[config.mk]
export PLATFORM = sky130hd
export DESIGN_NAME = cpl_div
export DESIGN_NICKNAME = d
export VERILOG_FILES = /design/src/rtl/core/cpl_pkg.sv /design/src/rtl/core/cpl_div.sv
export SDC_FILE = /design/constraint.sdc
export NUM_CORES = 2
export LEC_CHECK = 0
export BUFFER_PORTS_ARGS = -buffer_cell sky130_fd_sc_hd__buf_2
export CORE_ASPECT_RATIO = 1.1
export CORE_MARGIN = 4
export CORE_UTILIZATION = 35
export CTS_BUF_LIST = sky130_fd_sc_hd__clkbuf_16
export DETAILED_ROUTE_END_ITERATION = 10
export HOLD_SLACK_MARGIN = 0.1
export PLACE_DENSITY_LB_ADDON = 0.15
export SLEW_MARGIN = 20
export SYNTH_ARGS = -nofsm -noshare
export SYNTH_HDL_FRONTEND = slang
export SYNTH_SLANG_ARGS = --single-unit
[constraint.sdc]
create_clock -name i_clk -period 24.2 [get_ports i_clk]
set_input_delay 3.63 -clock i_clk [delete_from_list [all_inputs] [get_ports i_clk]]
set_output_delay 3.63 -clock i_clk [all_outputs]
set_load 0.02 [all_outputs]
[src/rtl/core/cpl_pkg.sv]
// Shared constants, operand codes and the multiply-accumulate schedule for the line-pair solver.
package cpl_pkg;

    localparam int CoordWidthDef   = 32;
    localparam int FractionBitsDef = 16;
    localparam int MagWidthDef     = 5 * CoordWidthDef + 8;
    localparam int TolWidth        = 31;
    localparam int CfgDataWidth    = 32;
    localparam logic [63:0] ParallelRecip = 64'd100000000000000;
    localparam int NumUops         = 22;

    // operand sources for the shared multiplier
    typedef enum logic [3:0] {
        SRC_D1, SRC_D2, SRC_W, SRC_A, SRC_B, SRC_C, SRC_DD, SRC_E, SRC_TOL
    } t_src;

    // accumulator destinations
    typedef enum logic [3:0] {
        DST_A, DST_B, DST_C, DST_DD, DST_E, DST_DEN, DST_N1, DST_N2, DST_TT
    } t_dst;

    typedef struct packed {
        t_src       src_a;
        t_src       src_b;
        logic [1:0] axis;
        t_dst       dst;
        logic       sub;
    } t_uop;

    // dot products, then den = ac - bb, n1 = be - c*dd, n2 = ae - b*dd, tol^2
    function automatic t_uop uop_at(logic [4:0] step);
        t_uop u;
        u = '{src_a: SRC_D1, src_b: SRC_D1, axis: 2'd0, dst: DST_A, sub: 1'b0};
        case (step) inside
            [5'd0:5'd2]: begin
                u.src_a = SRC_D1; u.src_b = SRC_D1; u.axis = 2'(step); u.dst = DST_A;
            end
            [5'd3:5'd5]: begin
                u.src_a = SRC_D1; u.src_b = SRC_D2; u.axis = 2'(step - 5'd3); u.dst = DST_B;
            end
            [5'd6:5'd8]: begin
                u.src_a = SRC_D2; u.src_b = SRC_D2; u.axis = 2'(step - 5'd6); u.dst = DST_C;
            end
            [5'd9:5'd11]: begin
                u.src_a = SRC_W; u.src_b = SRC_D1; u.axis = 2'(step - 5'd9); u.dst = DST_DD;
            end
            [5'd12:5'd14]: begin
                u.src_a = SRC_W; u.src_b = SRC_D2; u.axis = 2'(step - 5'd12); u.dst = DST_E;
            end
            5'd15: begin u.src_a = SRC_A; u.src_b = SRC_C;  u.dst = DST_DEN; end
            5'd16: begin u.src_a = SRC_B; u.src_b = SRC_B;  u.dst = DST_DEN; u.sub = 1'b1; end
            5'd17: begin u.src_a = SRC_B; u.src_b = SRC_E;  u.dst = DST_N1; end
            5'd18: begin u.src_a = SRC_C; u.src_b = SRC_DD; u.dst = DST_N1; u.sub = 1'b1; end
            5'd19: begin u.src_a = SRC_A; u.src_b = SRC_E;  u.dst = DST_N2; end
            5'd20: begin u.src_a = SRC_B; u.src_b = SRC_DD; u.dst = DST_N2; u.sub = 1'b1; end
            5'd21: begin u.src_a = SRC_TOL; u.src_b = SRC_TOL; u.dst = DST_TT; end
            default: ;
        endcase
        return u;
    endfunction

endpackage

[src/rtl/core/cpl_div.sv]
// Restoring divider on magnitudes, one quotient bit per cycle, rounded half away from zero.
module cpl_div
    import cpl_pkg::*;
#(
    parameter int MagWidth = MagWidthDef
) (
    input  logic                i_clk,
    input  logic                i_rst_n,
    input  logic                i_start,
    input  logic [MagWidth-1:0] i_num,
    input  logic [MagWidth-1:0] i_den,
    output logic                o_done,
    output logic [MagWidth-1:0] o_quo
);

    localparam int CntWidth = $clog2(MagWidth);

    logic [MagWidth-1:0] r_rem;
    logic [MagWidth-1:0] r_quo;
    logic [MagWidth-1:0] r_den;
    logic [CntWidth-1:0] r_cnt;
    logic                r_busy;
    logic                r_rnd;
    logic                r_done;
    logic [MagWidth:0]   trial;
    logic [MagWidth:0]   diff;
    logic                fits;
    logic                round_up;

    // one restoring step: bring in the next dividend bit
    assign trial    = {r_rem, r_quo[MagWidth-1]};
    assign diff     = trial - {1'b0, r_den};
    assign fits     = (trial >= {1'b0, r_den});
    assign round_up = ({r_rem, 1'b0} >= {1'b0, r_den});

    always_ff @(posedge i_clk) begin
        if (!i_rst_n) begin
            r_busy <= 1'b0;
            r_rnd  <= 1'b0;
            r_done <= 1'b0;
        end else begin
            r_done <= 1'b0;
            if (i_start) begin
                r_busy <= 1'b1;
            end else if (r_busy && (r_cnt == CntWidth'(MagWidth - 1))) begin
                r_busy <= 1'b0;
                r_rnd  <= 1'b1;
            end else if (r_rnd) begin
                r_rnd  <= 1'b0;
                r_done <= 1'b1;
            end
        end
    end

    // datapath: dividend shifts out of r_quo as quotient bits shift in
    always_ff @(posedge i_clk) begin
        if (i_start) begin
            r_rem <= '0;
            r_quo <= i_num;
            r_den <= i_den;
            r_cnt <= '0;
        end else if (r_busy) begin
            r_rem <= fits ? diff[MagWidth-1:0] : trial[MagWidth-1:0];
            r_quo <= {r_quo[MagWidth-2:0], fits};
            r_cnt <= r_cnt + 1'b1;
        end else if (r_rnd && round_up) begin
            r_quo <= r_quo + 1'b1;
        end
    end

    assign o_done = r_done;
    assign o_quo  = r_quo;

endmodule

==> flow_metrics.tcl <==
set metrics [dict create \
    layout_min_cycle_time_ps 6395 \
    dpl.cell_count 6444 \
    firstDrtPassIters 8 \
    cts_tree "done" \
    worstPathArrival_ps 6640 \
    yosysWarningCount 0 \
    clk-insertion-delay-late_ps 640 \
    pin_count_of_the_biggest_net_entering_global_routing 211 \
    die_y_um 353.3 \
    io_pins 508 \
    worst_setup_path_start_kind "input port" \
    final-instance-count-excl-fill 6573 \
    post-dp-hpwl_um 109600 \
    clock-sinks 515 \
    start_util_pct 35.28 \
    timing_hold_violations_final 0 \
    mappedNetlistArea_um2 37930 \
    globalRouteMet1Util_pct 31.35 \
    htree_num_levels 3 \
    timing.setup.critical_path_class "in2reg" \
    timing.fmax_ghz 0.1564 \
    met3_usage_pct 3.989 \
    post-synth-top-count-cell "sky130_fd_sc_hd__nand2_1" \
    static-leakage-power_nw 17.38 \
    vias_per_instance 5.692 \
    synth.ff_latch_count 515 \
    synth-edff-count 336 \
    met2_usage_pct 40.66 \
    grt_pass1_wl_um 216500 \
    area_delta_synth_final_pct 14.86 \
    busiest_layer "met2" \
    all_layer_global_routing_usage_pct 24.19 \
    finalMaxSlewViolations 0 \
    detail_route.iter0.violations 3002 \
    cts.clk_slew.worst_paths_ps 60 \
    yosysSeqAreaShare_pct 36.05 \
    route.vias.total 37410 \
    place_congestion 0.9451 \
    postSynth.asyncResetShare_pct 0 \
    grt_antenna_before_repair 22 \
    synth_common_cells "623 x sky130_fd_sc_hd__nand2_1, 614 x sky130_fd_sc_hd__a21oi_1, 506 x sky130_fd_sc_hd__nor2_1" \
    setup_violations 0 \
    synth_top_cell_by_area "sky130_fd_sc_hd__edfxtp_1" \
    die_width_um 321.9 \
    final_cell_area_um2 43570 \
    final.setup.worst_slack_ps 17810 \
    cts.repair.resized 0 \
    route.detailed.drc 0 \
    port-buffer-count 507 \
    final_min_period_over_clock_period_pct 26.42 \
    worst_slew_margin_relative_to_its_limit_pct 15.77 \
    root_driver "sky130_fd_sc_hd__clkbuf_16" \
    post-place-ws_ps 17170 \
    post_route_cells_drive_above_1_share_pct 14.28 \
    fin_skew_ps 25.25 \
    rows 126 \
    vdd_ir_drop_max_v 0.00005250 \
    status "finished clean" \
    wl_per_cell_um 22.01 \
    syn_nets 5304 \
    timing.setup.tns_ps 0 \
    numCtsBuffers 67 \
    clockBufferDepth 3 \
    die_area_um2 113700 \
    power.density_cell_area_nw_per_um2 65.87 \
    globalRoute.totalOverflow 0 \
    synth_cells 4794 \
    holdWs_ps 491.8 \
    maximum_fanout_along_the_worst_path 69 \
    critPathCaptureType "flip-flop" \
    netlist.area_leader.share_pct 26.60 \
    yosys-top-cells-area "sky130_fd_sc_hd__edfxtp_1 27%, sky130_fd_sc_hd__dfxtp_1 9.4%, sky130_fd_sc_hd__a21oi_1 8.1%" \
    cts.repair_timing.setup_buffer_count 0 \
    worst_pin_slew_ps 1254 \
    synth-main-ff-cell "sky130_fd_sc_hd__edfxtp_1" \
    first_global_vias 35660 \
    min_path_type "reg2reg" \
    final_antenna_net_count 0 \
    cts_hold_fix_bufs 0 \
    total_core_area_um2 107500 \
    fin_nets 5615 \
    worst-endpoint-required_ps 24440 \
    placed_cell_area_um2 41350 \
    syn-mean-instance-area_um2 7.912 \
    fillers 11310 \
    routed_wirelength_um 144700 \
    synth_cell_types 98 \
    grt_setup_unrepaired "no" \
    drv_cap 0 \
]
power by group:
part           internal (W)  total [W]  switching (W)
Sequential          0.00103    0.00112      0.0000892
Combinational      0.000257   0.000733       0.000477
Clock              0.000593    0.00102       0.000426
layout make-up:
type | instances | area (um^2) | share of cell area, %
multi-input combinational | 3724 | 22100 | 50.73
sequential | 515 | 13680 | 31.39
timing repair buffer | 541 | 2840 | 6.519
tap | 1408 | 1762 | 4.044
clock buffer | 70 | 1752 | 4.021
inverter | 256 | 965.9 | 2.217
clock inverter | 54 | 455.4 | 1.045
antenna | 5 | 12.51 | 0.02872
cell usage in the layout (no fill, tap or decap), drive strengths merged, types with 17 or more instances in the layout:
cell type  count
or3           33
nor2b         19
nor4          37
o211ai        18
nand3        108
a21o          91
o31ai         92
a211oi        52
clkbuf        70
buf          541
nor2         506
nor3          80
xor2          70
o21bai        51
nand4        162
edfxtp       336
ha           170
a21oi        617
xnor2        117
clkinv        31
nand2b        17
dfxtp        179
and3          63
mux2          33
or2           21
inv          269
a31oi         22
o21ai        359
a311oi        93
mux2i         22
nand2        624
and2          19
o21a          46
a21boi        17
per-stage QoR:
step / utilization (%) / power, W
2_1_floorplan: - / 0.001619
3_3_place_gp: 38.46 / 0.001859
3_5_place_dp: 38.46 / 0.001859
4_1_cts: 40.51 / 0.002900
5_1_grt: 40.51 / 0.003017
6_report: 40.52 / 0.002870
critical path, cell delays in order:
cell	delay [ps]
sky130_fd_sc_hd__buf_8	380
sky130_fd_sc_hd__nor2_2	90
sky130_fd_sc_hd__o311ai_2	110
sky130_fd_sc_hd__buf_4	550
sky130_fd_sc_hd__buf_4	740
sky130_fd_sc_hd__buf_4	860
cell families after synthesis:
group | count (synthesis) | share of synthesized area, %
AO/OA/AOI/OAI | 1564 | 25.40
XOR/XNOR | 187 | 4.318
adder cells (fa/ha/maj) | 171 | 5.661
buffers and inverters | 555 | 5.760
flip-flops | 515 | 36.05
multiplexers | 55 | 1.560
AND/OR/NAND/NOR | 1747 | 21.26
final timing paths:
| kind | from | endpoint | slack [ps] | cells past startpoint |
|---|---|---|---|---|
| hold / removal | r_rem[8] | r_rem[9] | 490 | 2 |
| setup reg to reg | r_den[78] | o_quo[84] | 18220 | 13 |
| hold reg to reg | r_rem[8] | r_rem[9] | 490 | 2 |
| setup / recovery | i_start | o_quo[84] | 17810 | 6 |
metal layers:
layer,up-vias,routed length (um)
met3,239,9617
met5,-,161
met4,24,5089
met2,1243,67710
met1,17780,62100
li1,18120,-
registers in the layout, indices dropped and copies added (netlist names):
register  cells
o_done        1
o_quo       168
r_busy        1
r_cnt         8
r_den       168
r_rem       168
r_rnd         1
No activity file was read; power rests on OpenSTA's default activity.
